[src/rtl/ypcb_pkg.sv]
package ypcb_pkg;

	// fixed-point formats
	localparam int ANG_FRAC   = 7;   // port angles: 1/2^ANG_FRAC degree
	localparam int VEC_FRAC   = 14;  // port vectors: Q2.VEC_FRAC
	localparam int ZF         = 20;  // rotator angle fraction bits (degrees)
	localparam int XF         = 30;  // rotator x/y fraction bits

	// field and datapath widths
	localparam int REQ_W      = 3;
	localparam int VALUE_W    = 17;
	localparam int PITCH_W    = 15;
	localparam int YAW_W      = 16;
	localparam int VEC_W      = 16;
	localparam int ACC_W      = 18;  // angle sum before clamp or wrap
	localparam int XY_W       = 32;
	localparam int Z_W        = 30;
	localparam int PROD_W     = 64;
	localparam int SHIFT_W    = 6;
	localparam int ATAN_N     = 24;
	localparam int ATAN_IDX_W = 5;

	// angle limits in port units
	localparam int PITCH_LIM  = 89 << ANG_FRAC;
	localparam int HALF_TURN  = 180 << ANG_FRAC;
	localparam int FULL_TURN  = 360 << ANG_FRAC;

	// rotator constants
	localparam int CORDIC_GAIN = 652032874;
	localparam int QUARTER_Z   = 90 << ZF;
	localparam int HALF_Z      = 180 << ZF;

	// rounding shifts and unit vector
	localparam int PROD_SHIFT = 2 * XF - VEC_FRAC;
	localparam int TRIG_SHIFT = XF - VEC_FRAC;
	localparam int VEC_ONE    = 1 << VEC_FRAC;

	// request codes
	localparam logic [REQ_W-1:0] REQ_SET_BOTH  = 3'd0;
	localparam logic [REQ_W-1:0] REQ_SET_PITCH = 3'd1;
	localparam logic [REQ_W-1:0] REQ_SET_YAW   = 3'd2;
	localparam logic [REQ_W-1:0] REQ_ADD_BOTH  = 3'd3;
	localparam logic [REQ_W-1:0] REQ_ADD_PITCH = 3'd4;
	localparam logic [REQ_W-1:0] REQ_ADD_YAW   = 3'd5;
	localparam logic [REQ_W-1:0] REQ_ZERO      = 3'd6;

	typedef struct packed {
		logic signed [XY_W-1:0] s;
		logic signed [XY_W-1:0] c;
	} trig_t;

	// basis components that need a product of two trig values
	typedef struct packed {
		logic signed [VEC_W-1:0] front_x;
		logic signed [VEC_W-1:0] front_y;
		logic signed [VEC_W-1:0] up_x;
		logic signed [VEC_W-1:0] up_y;
	} prod_vec_t;

	// arctangent of 2^-i in degrees, 20 fraction bits
	function automatic logic signed [Z_W-1:0] atan_deg(input logic [ATAN_IDX_W-1:0] idx);
		logic signed [Z_W-1:0] a;
		case (idx)
			5'd0:    a = Z_W'(47185920);
			5'd1:    a = Z_W'(27855475);
			5'd2:    a = Z_W'(14718068);
			5'd3:    a = Z_W'(7471121);
			5'd4:    a = Z_W'(3750058);
			5'd5:    a = Z_W'(1876857);
			5'd6:    a = Z_W'(938658);
			5'd7:    a = Z_W'(469357);
			5'd8:    a = Z_W'(234682);
			5'd9:    a = Z_W'(117342);
			5'd10:   a = Z_W'(58671);
			5'd11:   a = Z_W'(29335);
			5'd12:   a = Z_W'(14668);
			5'd13:   a = Z_W'(7334);
			5'd14:   a = Z_W'(3667);
			5'd15:   a = Z_W'(1833);
			5'd16:   a = Z_W'(917);
			5'd17:   a = Z_W'(458);
			5'd18:   a = Z_W'(229);
			5'd19:   a = Z_W'(115);
			5'd20:   a = Z_W'(57);
			5'd21:   a = Z_W'(29);
			5'd22:   a = Z_W'(14);
			5'd23:   a = Z_W'(7);
			default: a = '0;
		endcase
		return a;
	endfunction

	// round to nearest (ties away from zero), saturate to +-1.0
	function automatic logic signed [VEC_W-1:0] round_vec(input logic signed [PROD_W-1:0] v,
			input logic [SHIFT_W-1:0] sh);
		logic [PROD_W-1:0] mag;
		logic [PROD_W-1:0] r;
		logic [VEC_W-1:0]  m;
		mag = v[PROD_W-1] ? PROD_W'(-v) : PROD_W'(v);
		r = (mag + (PROD_W'(1) << (sh - SHIFT_W'(1)))) >> sh;
		if (r > PROD_W'(VEC_ONE)) begin
			r = PROD_W'(VEC_ONE);
		end
		m = VEC_W'(r);
		return v[PROD_W-1] ? -m : m;
	endfunction

endpackage

[src/rtl/ypcb_cordic.sv]
// Rotation-mode CORDIC, one micro-rotation per cycle.
// Angle folded into +-90 degrees first; result negated when folded.
module ypcb_cordic #(
	parameter int CORDIC_STEPS = 16
) (
	input  logic                                clk,
	input  logic                                arst_n,
	input  logic                                start,
	input  logic signed [ypcb_pkg::YAW_W-1:0]   angle,
	output logic                                done,
	output ypcb_pkg::trig_t                     res
);

	localparam int STEP_W = $clog2(CORDIC_STEPS);
	localparam logic [STEP_W-1:0] LAST_STEP = STEP_W'(CORDIC_STEPS - 1);

	localparam logic signed [ypcb_pkg::Z_W-1:0] QUARTER =
		ypcb_pkg::Z_W'(ypcb_pkg::QUARTER_Z);
	localparam logic signed [ypcb_pkg::Z_W-1:0] HALF =
		ypcb_pkg::Z_W'(ypcb_pkg::HALF_Z);

	logic                                busy_q;
	logic                                done_q;
	logic [STEP_W-1:0]                   step_q;
	logic signed [ypcb_pkg::XY_W-1:0]    x_q;
	logic signed [ypcb_pkg::XY_W-1:0]    y_q;
	logic signed [ypcb_pkg::Z_W-1:0]     z_q;
	logic                                neg_q;

	logic signed [ypcb_pkg::Z_W-1:0]     z_in;
	logic signed [ypcb_pkg::Z_W-1:0]     z_fold;
	logic                                fold;
	logic signed [ypcb_pkg::XY_W-1:0]    x_sh;
	logic signed [ypcb_pkg::XY_W-1:0]    y_sh;
	logic signed [ypcb_pkg::Z_W-1:0]     atan_i;

	// scale to rotator format and fold into the right half plane
	always_comb begin
		z_in = ypcb_pkg::Z_W'(angle) <<< (ypcb_pkg::ZF - ypcb_pkg::ANG_FRAC);
		fold = 1'b0;
		z_fold = z_in;
		if (z_in > QUARTER) begin
			z_fold = z_in - HALF;
			fold = 1'b1;
		end else if (z_in < -QUARTER) begin
			z_fold = z_in + HALF;
			fold = 1'b1;
		end
	end

	assign x_sh   = x_q >>> step_q;
	assign y_sh   = y_q >>> step_q;
	assign atan_i = ypcb_pkg::atan_deg(ypcb_pkg::ATAN_IDX_W'(step_q));

	// iteration control
	always_ff @(posedge clk or negedge arst_n) begin
		if (!arst_n) begin
			busy_q <= 1'b0;
			done_q <= 1'b0;
			step_q <= '0;
		end else begin
			done_q <= 1'b0;
			if (start) begin
				busy_q <= 1'b1;
				step_q <= '0;
			end else if (busy_q) begin
				step_q <= step_q + STEP_W'(1);
				if (step_q == LAST_STEP) begin
					busy_q <= 1'b0;
					done_q <= 1'b1;
				end
			end
		end
	end

	// shared micro-rotation datapath
	always_ff @(posedge clk) begin
		if (start) begin
			x_q   <= ypcb_pkg::XY_W'(ypcb_pkg::CORDIC_GAIN);
			y_q   <= '0;
			z_q   <= z_fold;
			neg_q <= fold;
		end else if (busy_q) begin
			if (!z_q[ypcb_pkg::Z_W-1]) begin
				x_q <= x_q - y_sh;
				y_q <= y_q + x_sh;
				z_q <= z_q - atan_i;
			end else begin
				x_q <= x_q + y_sh;
				y_q <= y_q - x_sh;
				z_q <= z_q + atan_i;
			end
		end
	end

	assign done  = done_q;
	assign res.s = neg_q ? -y_q : y_q;
	assign res.c = neg_q ? -x_q : x_q;

endmodule

[src/rtl/ypcb_vec.sv]
// Shared multiplier for the four two-term basis components.
// One product per cycle, registered, then rounded into its slot.
module ypcb_vec (
	input  logic                  clk,
	input  logic                  arst_n,
	input  logic                  start,
	input  ypcb_pkg::trig_t       pitch_trig,
	input  ypcb_pkg::trig_t       yaw_trig,
	output logic                  done,
	output ypcb_pkg::prod_vec_t   prods
);

	localparam logic [1:0] IDX_FX = 2'd0;
	localparam logic [1:0] IDX_FY = 2'd1;
	localparam logic [1:0] IDX_UX = 2'd2;
	localparam logic [1:0] IDX_UY = 2'd3;

	logic                                busy_q;
	logic [1:0]                          idx_q;
	logic                                prod_vld_s1;
	logic [1:0]                          prod_idx_s1;
	logic signed [ypcb_pkg::PROD_W-1:0]  prod_s1;
	logic signed [ypcb_pkg::XY_W-1:0]    mul_a;
	logic signed [ypcb_pkg::XY_W-1:0]    mul_b;
	logic signed [ypcb_pkg::PROD_W-1:0]  prod;
	logic signed [ypcb_pkg::VEC_W-1:0]   rnd;
	ypcb_pkg::prod_vec_t                 prods_q;

	// operand pairs: cy*cp, sy*cp, cy*sp, sy*sp
	always_comb begin
		case (idx_q)
			IDX_FX: begin
				mul_a = yaw_trig.c;
				mul_b = pitch_trig.c;
			end
			IDX_FY: begin
				mul_a = yaw_trig.s;
				mul_b = pitch_trig.c;
			end
			IDX_UX: begin
				mul_a = yaw_trig.c;
				mul_b = pitch_trig.s;
			end
			IDX_UY: begin
				mul_a = yaw_trig.s;
				mul_b = pitch_trig.s;
			end
			default: begin
				mul_a = '0;
				mul_b = '0;
			end
		endcase
	end

	assign prod = mul_a * mul_b;
	assign rnd  = ypcb_pkg::round_vec(prod_s1, ypcb_pkg::SHIFT_W'(ypcb_pkg::PROD_SHIFT));

	// sequence control
	always_ff @(posedge clk or negedge arst_n) begin
		if (!arst_n) begin
			busy_q      <= 1'b0;
			idx_q       <= '0;
			prod_vld_s1 <= 1'b0;
			prod_idx_s1 <= '0;
		end else begin
			prod_vld_s1 <= busy_q;
			prod_idx_s1 <= idx_q;
			if (start) begin
				busy_q <= 1'b1;
				idx_q  <= '0;
			end else if (busy_q) begin
				idx_q <= idx_q + 2'd1;
				if (idx_q == IDX_UY) begin
					busy_q <= 1'b0;
				end
			end
		end
	end

	// product register and rounded results
	always_ff @(posedge clk) begin
		prod_s1 <= prod;
		if (prod_vld_s1) begin
			case (prod_idx_s1)
				IDX_FX:  prods_q.front_x <= rnd;
				IDX_FY:  prods_q.front_y <= rnd;
				IDX_UX:  prods_q.up_x    <= -rnd;
				IDX_UY:  prods_q.up_y    <= -rnd;
				default: prods_q.front_x <= rnd;
			endcase
		end
	end

	assign done  = prod_vld_s1 && (prod_idx_s1 == IDX_UY);
	assign prods = prods_q;

endmodule

[src/rtl/yaw_pitch_camera_basis_core.sv]
// Channel | Handshake             | Payload
// in      | in_valid / in_ready   | req_type, pitch_value, yaw_value
// out     | out_valid / out_ready | pitch_now, yaw_now, front_*, right_*, up_*
//
// An item's time from transfer to result is set by the shared CORDIC rotator,
// run once for pitch and once for yaw, and grows with each turn taken off the
// yaw sum, at most two.
// in_ready is high only while idle. A result sits in the output register until
// transferred; the next item is taken meanwhile and stalls only at its end.
// Reset zeroes both angles and empties the output register.
module yaw_pitch_camera_basis_core #(
	parameter int CORDIC_STEPS = 16
) (
	input  logic                                    clk,
	input  logic                                    arst_n,
	input  logic                                    in_valid,
	output logic                                    in_ready,
	input  logic [ypcb_pkg::REQ_W-1:0]              req_type,
	input  logic signed [ypcb_pkg::VALUE_W-1:0]     pitch_value,
	input  logic signed [ypcb_pkg::VALUE_W-1:0]     yaw_value,
	output logic                                    out_valid,
	input  logic                                    out_ready,
	output logic signed [ypcb_pkg::PITCH_W-1:0]     pitch_now,
	output logic signed [ypcb_pkg::YAW_W-1:0]       yaw_now,
	output logic signed [ypcb_pkg::VEC_W-1:0]       front_x,
	output logic signed [ypcb_pkg::VEC_W-1:0]       front_y,
	output logic signed [ypcb_pkg::VEC_W-1:0]       front_z,
	output logic signed [ypcb_pkg::VEC_W-1:0]       right_x,
	output logic signed [ypcb_pkg::VEC_W-1:0]       right_y,
	output logic signed [ypcb_pkg::VEC_W-1:0]       right_z,
	output logic signed [ypcb_pkg::VEC_W-1:0]       up_x,
	output logic signed [ypcb_pkg::VEC_W-1:0]       up_y,
	output logic signed [ypcb_pkg::VEC_W-1:0]       up_z
);

	localparam int AW = ypcb_pkg::ACC_W;
	localparam logic signed [AW-1:0] P_MAX = AW'(ypcb_pkg::PITCH_LIM);
	localparam logic signed [AW-1:0] Y_HALF = AW'(ypcb_pkg::HALF_TURN);
	localparam logic signed [AW-1:0] Y_FULL = AW'(ypcb_pkg::FULL_TURN);
	localparam logic [ypcb_pkg::SHIFT_W-1:0] TSH =
		ypcb_pkg::SHIFT_W'(ypcb_pkg::TRIG_SHIFT);

	typedef enum logic [2:0] {
		S_IDLE,
		S_WRAP,
		S_PITCH,
		S_YAW,
		S_VEC,
		S_OUT
	} state_t;

	state_t                                   state_q;
	logic signed [ypcb_pkg::PITCH_W-1:0]      pitch_q;
	logic signed [ypcb_pkg::YAW_W-1:0]        yaw_q;
	logic signed [AW-1:0]                     yaw_acc_q;
	ypcb_pkg::trig_t                          pitch_trig_q;

	logic                                     out_valid_q;
	logic signed [ypcb_pkg::PITCH_W-1:0]      pitch_now_q;
	logic signed [ypcb_pkg::YAW_W-1:0]        yaw_now_q;
	logic signed [ypcb_pkg::VEC_W-1:0]        front_x_q;
	logic signed [ypcb_pkg::VEC_W-1:0]        front_y_q;
	logic signed [ypcb_pkg::VEC_W-1:0]        front_z_q;
	logic signed [ypcb_pkg::VEC_W-1:0]        right_x_q;
	logic signed [ypcb_pkg::VEC_W-1:0]        right_y_q;
	logic signed [ypcb_pkg::VEC_W-1:0]        up_x_q;
	logic signed [ypcb_pkg::VEC_W-1:0]        up_y_q;
	logic signed [ypcb_pkg::VEC_W-1:0]        up_z_q;

	logic                                     in_xfer;
	logic                                     yaw_in_range;
	logic                                     out_load;
	logic                                     pitch_upd;
	logic                                     pitch_add;
	logic                                     pitch_zero;
	logic signed [AW-1:0]                     pitch_sum;
	logic signed [AW-1:0]                     pitch_clamp;
	logic signed [AW-1:0]                     yaw_acc_d;

	logic                                     cordic_start;
	logic signed [ypcb_pkg::YAW_W-1:0]        cordic_angle;
	logic                                     cordic_done;
	ypcb_pkg::trig_t                          cordic_res;
	logic                                     vec_start;
	logic                                     vec_done;
	ypcb_pkg::prod_vec_t                      vec_prods;

	assign in_ready     = (state_q == S_IDLE);
	assign in_xfer      = in_valid && in_ready;
	assign yaw_in_range = (yaw_acc_q >= -Y_HALF) && (yaw_acc_q < Y_HALF);
	assign out_load     = (state_q == S_OUT) && (!out_valid_q || out_ready);

	// request decode: which angle changes and how
	always_comb begin
		pitch_upd  = 1'b0;
		pitch_add  = 1'b0;
		pitch_zero = 1'b0;
		yaw_acc_d  = AW'(yaw_q);
		case (req_type)
			ypcb_pkg::REQ_SET_BOTH: begin
				pitch_upd = 1'b1;
				yaw_acc_d = AW'(yaw_value);
			end
			ypcb_pkg::REQ_SET_PITCH: pitch_upd = 1'b1;
			ypcb_pkg::REQ_SET_YAW:   yaw_acc_d = AW'(yaw_value);
			ypcb_pkg::REQ_ADD_BOTH: begin
				pitch_upd = 1'b1;
				pitch_add = 1'b1;
				yaw_acc_d = AW'(yaw_q) + AW'(yaw_value);
			end
			ypcb_pkg::REQ_ADD_PITCH: begin
				pitch_upd = 1'b1;
				pitch_add = 1'b1;
			end
			ypcb_pkg::REQ_ADD_YAW:   yaw_acc_d = AW'(yaw_q) + AW'(yaw_value);
			ypcb_pkg::REQ_ZERO: begin
				pitch_zero = 1'b1;
				yaw_acc_d  = '0;
			end
			default: ;
		endcase
	end

	// pitch update and saturation
	always_comb begin
		pitch_sum = (pitch_add ? AW'(pitch_q) : '0) + AW'(pitch_value);
		pitch_clamp = pitch_sum;
		if (pitch_sum > P_MAX) begin
			pitch_clamp = P_MAX;
		end else if (pitch_sum < -P_MAX) begin
			pitch_clamp = -P_MAX;
		end
	end

	// angle state; yaw commits once its sum is wrapped
	always_ff @(posedge clk or negedge arst_n) begin
		if (!arst_n) begin
			pitch_q <= '0;
			yaw_q   <= '0;
		end else begin
			if (in_xfer) begin
				if (pitch_zero) begin
					pitch_q <= '0;
				end else if (pitch_upd) begin
					pitch_q <= ypcb_pkg::PITCH_W'(pitch_clamp);
				end
			end
			if (state_q == S_WRAP && yaw_in_range) begin
				yaw_q <= ypcb_pkg::YAW_W'(yaw_acc_q);
			end
		end
	end

	// yaw wrap, one turn per cycle; pitch trig capture
	always_ff @(posedge clk) begin
		if (in_xfer) begin
			yaw_acc_q <= yaw_acc_d;
		end else if (state_q == S_WRAP) begin
			if (yaw_acc_q >= Y_HALF) begin
				yaw_acc_q <= yaw_acc_q - Y_FULL;
			end else if (yaw_acc_q < -Y_HALF) begin
				yaw_acc_q <= yaw_acc_q + Y_FULL;
			end
		end
		if (state_q == S_PITCH && cordic_done) begin
			pitch_trig_q <= cordic_res;
		end
	end

	// rotator: pitch first, yaw right after
	assign cordic_start = (state_q == S_WRAP && yaw_in_range) ||
		(state_q == S_PITCH && cordic_done);
	assign cordic_angle = (state_q == S_WRAP) ? ypcb_pkg::YAW_W'(pitch_q) : yaw_q;
	assign vec_start    = (state_q == S_YAW) && cordic_done;

	ypcb_cordic #(
		.CORDIC_STEPS (CORDIC_STEPS)
	) u_cordic (
		.clk    (clk),
		.arst_n (arst_n),
		.start  (cordic_start),
		.angle  (cordic_angle),
		.done   (cordic_done),
		.res    (cordic_res)
	);

	ypcb_vec u_vec (
		.clk        (clk),
		.arst_n     (arst_n),
		.start      (vec_start),
		.pitch_trig (pitch_trig_q),
		.yaw_trig   (cordic_res),
		.done       (vec_done),
		.prods      (vec_prods)
	);

	// sequencer and output register
	always_ff @(posedge clk or negedge arst_n) begin
		if (!arst_n) begin
			state_q     <= S_IDLE;
			out_valid_q <= 1'b0;
			pitch_now_q <= '0;
			yaw_now_q   <= '0;
			front_x_q   <= '0;
			front_y_q   <= '0;
			front_z_q   <= '0;
			right_x_q   <= '0;
			right_y_q   <= '0;
			up_x_q      <= '0;
			up_y_q      <= '0;
			up_z_q      <= '0;
		end else begin
			if (out_valid_q && out_ready && !out_load) begin
				out_valid_q <= 1'b0;
			end
			case (state_q)
				S_IDLE: begin
					if (in_xfer) begin
						state_q <= S_WRAP;
					end
				end
				S_WRAP: begin
					if (yaw_in_range) begin
						state_q <= S_PITCH;
					end
				end
				S_PITCH: begin
					if (cordic_done) begin
						state_q <= S_YAW;
					end
				end
				S_YAW: begin
					if (cordic_done) begin
						state_q <= S_VEC;
					end
				end
				S_VEC: begin
					if (vec_done) begin
						state_q <= S_OUT;
					end
				end
				S_OUT: begin
					if (out_load) begin
						state_q     <= S_IDLE;
						out_valid_q <= 1'b1;
						pitch_now_q <= pitch_q;
						yaw_now_q   <= yaw_q;
						front_x_q   <= vec_prods.front_x;
						front_y_q   <= vec_prods.front_y;
						front_z_q   <= ypcb_pkg::round_vec(ypcb_pkg::PROD_W'(pitch_trig_q.s), TSH);
						right_x_q   <= ypcb_pkg::round_vec(ypcb_pkg::PROD_W'(cordic_res.s), TSH);
						right_y_q   <= -ypcb_pkg::round_vec(ypcb_pkg::PROD_W'(cordic_res.c), TSH);
						up_x_q      <= vec_prods.up_x;
						up_y_q      <= vec_prods.up_y;
						up_z_q      <= ypcb_pkg::round_vec(ypcb_pkg::PROD_W'(pitch_trig_q.c), TSH);
					end
				end
				default: state_q <= S_IDLE;
			endcase
		end
	end

	assign out_valid = out_valid_q;
	assign pitch_now = pitch_now_q;
	assign yaw_now   = yaw_now_q;
	assign front_x   = front_x_q;
	assign front_y   = front_y_q;
	assign front_z   = front_z_q;
	assign right_x   = right_x_q;
	assign right_y   = right_y_q;
	assign right_z   = '0;
	assign up_x      = up_x_q;
	assign up_y      = up_y_q;
	assign up_z      = up_z_q;

endmodule

[config.mk]
export PLATFORM = sky130hd
export DESIGN_NAME = yaw_pitch_camera_basis_core
export DESIGN_NICKNAME = d
export VERILOG_FILES = /design/src/rtl/ypcb_pkg.sv /design/src/rtl/ypcb_cordic.sv /design/src/rtl/ypcb_vec.sv /design/src/rtl/yaw_pitch_camera_basis_core.sv
export SDC_FILE = /design/constraint.sdc
export NUM_CORES = 2
export LEC_CHECK = 0
export BUFFER_PORTS_ARGS = -buffer_cell sky130_fd_sc_hd__buf_2
export CORE_MARGIN = 5
export CORE_UTILIZATION = 55
export DETAILED_ROUTE_END_ITERATION = 8
export MAX_ROUTING_LAYER = met4
export PLACE_DENSITY = 0.74
export SLEW_MARGIN = 20
export SYNTH_ARGS = -nofsm -noshare
export SYNTH_HDL_FRONTEND = slang
export SYNTH_HIERARCHICAL = 1
export SYNTH_SLANG_ARGS = --single-unit
[constraint.sdc]
create_clock -name clk -period 31.6 [get_ports clk]
set_clock_uncertainty 0.05 [all_clocks]
set_input_delay 6.32 -clock clk [delete_from_list [all_inputs] [get_ports clk]]
set_output_delay 6.32 -clock clk [all_outputs]
set_load 0.01 [all_outputs]
==> flow_metrics.py <==
metrics = {
    "clock_network": {
        "cts_tree": "built",
        "postCtsHoldBufs": 0,
        "cts_num_sinks": 511,
        "cts_resized": 0,
        "cts_made_buffers": 57,
        "cts_buffer_depth": 3,
        "clkLatencyLatePin_ps": 700,
        "cts-root-buf": "clkbuf_16",
        "clkTransAtPathRegs_ps": 60,
        "cts-htree-levels": 2,
        "cts_setup_buffers": 0,
    },
    "floorplan": {
        "rows": 137,
        "pin_count": 218,
        "core_area_mm2": 0.140,
        "start_util_pct": 55.5,
        "die_w_um": 385,
        "die-area_mm2": 0.148,
        "fp.dieH_um": 385,
    },
    "setup_path": {
        "crit_top_cell": "fa_1",
        "max_stage_delay_ps": 830,
        "critPathRequiredTime_ps": 32110,
        "reg2reg_slack_ps": 18660,
        "end_kind": "register",
        "critPathKind": "register to register",
        "critical_path_arrival_ps": 13450,
        "cp_max_fo": 51,
        "start_kind": "register",
        "critPathSlowestCell": "fa_1",
    },
    "global_routing": {
        "track_usage_pct": 33.4,
        "antenna_found_initial": 4,
        "grt_pass1_vias": 65900,
        "grt_pass1_wl_um": 376000,
        "grt_overflow": 0,
        "grt_max_degree": 94,
    },
    "timing": {
        "drv_slew": 0,
        "tns_ps": 0,
        "fin_crit_ps": 12940,
        "setup_viol": 0,
        "rsz0062_at_grt": "false",
        "period_share_pct": 40.9,
        "max_slew_margin_pct": 21.8,
        "worst_pin_slew_ps": 1150,
        "fmax_ghz": 0.0773,
        "hold_violations": 0,
    },
    "place": {
        "dp_hpwl_um": 184000,
        "place.gp.congestion": 1.01,
        "io_buffer_count": 201,
    },
    "flow_run": {
        "maxCapViolCount": 0,
    },
    "cells_and_area": {
        "layout.area.seq_mm2": 0.0130,
        "nFillCells": 12100,
        "final_nets": 10300,
        "final_common_cell": "inv_1",
        "multi_input_area_mm2": 0.0579,
        "layout-drive-gt1-share_pct": 9.09,
        "area_delta_synth_final_pct": 6.12,
        "final_cell_mix": "inv_1, nand2_1, fa_1",
    },
    "synth": {
        "syn_inst": 8867,
        "synth_compound_area_share_pct": 12.1,
        "syn_avg_cell_area_um2": 8.74,
        "synthTopCellsByArea": "fa_1, edfxtp_1, dfrtp_1",
        "synthSimpleGateAreaFrac_pct": 17.0,
        "synth_edf_count": 177,
        "netlist.area_leader.share_pct": 28.1,
        "synth_xor_area_share_pct": 5.63,
        "synthMuxAreaShare_pct": 5.67,
        "synth_top_family_by_area": "adder cells",
        "ys.flop_type": "dfrtp_1",
        "synth_seq_cells": 511,
        "yosysWarnings": 6,
        "ys_seq_area_share_pct": 16.8,
        "async_reset_ff_share_pct": 40.3,
        "netlist_area_mm2": 0.0775,
        "netlist-cell-type-count": 141,
        "synth_top_area_cell": "fa_1",
        "synth_adder_area_share_pct": 33.7,
    },
    "drt": {
        "dr.first_iter.drc_count": 6690,
        "wl_um": 241000,
        "drc": 0,
        "vias": 65400,
        "drt-pass1-iter-count": 8,
        "wl_per_cell_um": 22.4,
        "ant_nets": 0,
        "routed_via_density": 6.09,
    },
    "status": {
        "status": "finished clean",
    },
    "min_path": {
        "hold_path.class": "register to register",
    },
}
[cells in the mapped netlist, types with 18 or more instances]
library cell,n
xor2_1,125
fa_1,1088
buf_1,44
dfrtp_1,206
nor4_1,39
o21a_1,35
clkbuf_1,356
mux2_2,131
a21oi_1,321
o21bai_1,37
mux2i_1,146
xnor2_1,366
nand3_1,114
mux4_2,45
o31ai_1,67
nand4_1,51
o21ai_1,31
or3_1,52
a211oi_1,47
nor2b_1,48
nor2_1,921
a31oi_1,70
nor3_1,98
and2_1,53
a21o_1,107
dfxtp_1,128
or2_2,37
nand2_1,1203
nor3b_1,19
o41ai_1,18
o211ai_1,36
buf_4,22
o21ai_0,278
ha_1,347
nand3b_1,28
a41oi_1,19
and3_1,45
a221oi_1,20
nand2b_1,75
or4_1,32
inv_1,1324
edfxtp_1,177
buf_2,35
[area by class of cell]
type | count | area share (%)
Multi-Input combinational cell | 6575 | 70.4
Sequential cell | 511 | 15.9
Inverter | 1327 | 6.06
Tap cell | 1876 | 2.85
Timing Repair Buffer | 336 | 2.47
Clock buffer | 77 | 1.95
Clock inverter | 30 | 0.420
Antenna cell | 3 | 0.00913
[kinds of logic (layout without fill, tap and decap cells)]
| logic type | after synthesis | in the layout |
|---|---|---|
| AND/OR/NAND/NOR | 2911 | 2911 |
| AO/OA/AOI/OAI | 1377 | 1377 |
| other | 1 | 19 |
| buffers and inverters | 1796 | 1770 |
| flip-flops | 511 | 511 |
| XOR/XNOR | 495 | 495 |
| adder cells (fa/ha/maj) | 1435 | 1435 |
| multiplexers | 341 | 341 |
[layer usage]
metal  GRT usage (%)  part of all wire (%)  vias up
met4            14.1                   5.3        0
met5               -                     0        -
met3            8.93                    12      801
met2            50.5                    44     3415
li1                -                     -    28800
met1            42.6                    39    32300
[sequential cells by signal, indices dropped and copies added (netlist names), 18 cells and up]
| register | cells |
|---|---|
| pitch_trig_q | 64 |
| u_vec/prod_s1 | 64 |
| u_vec/prods | 64 |
| u_cordic/x_q | 32 |
| u_cordic/y_q | 32 |
| u_cordic/z_q | 30 |
| yaw_acc_q | 18 |
[worst paths after layout]
check                           startpoint                end  cells past startpoint
max                        u_cordic/x_q[4]  u_vec/prod_s1[63]                     37
min                         u_vec/prods[3]            up_y[3]                      2
max reg2reg                u_cordic/x_q[4]  u_vec/prod_s1[63]                     37
min reg2reg                 u_vec/prods[3]            up_y[3]                      2
max in group asynchronous           arst_n           up_z[12]                      3
min in group asynchronous           arst_n           yaw_q[6]                      1
[stage by stage]
step                std cells  worst slack [ps]  hold slack, ps  cell area (µm²)  util (%)
detailed placement      10600             18730             371            80300      57.4
global route            10700             17790             402            82200      58.9
finish                  10700             18660             361            82200      58.9
floorplan                8882             20110             365            77500         -
global placement        10600             18940             368            80200      57.4
CTS                     10700             18720             374            82200      58.8
[critical path, delay by kind of cell (launching register included)]
family,cells,cell delay (ps)
fa+ha+maj,9,4850
buf+inv,8,1840
compound gates,6,1590
simple gates,12,3310
mux,1,580
xor+xnor,1,150
flops,1,400
Power is not shown: default switching activity piles up to over one toggle a cycle in this logic, so the estimate is an artifact.
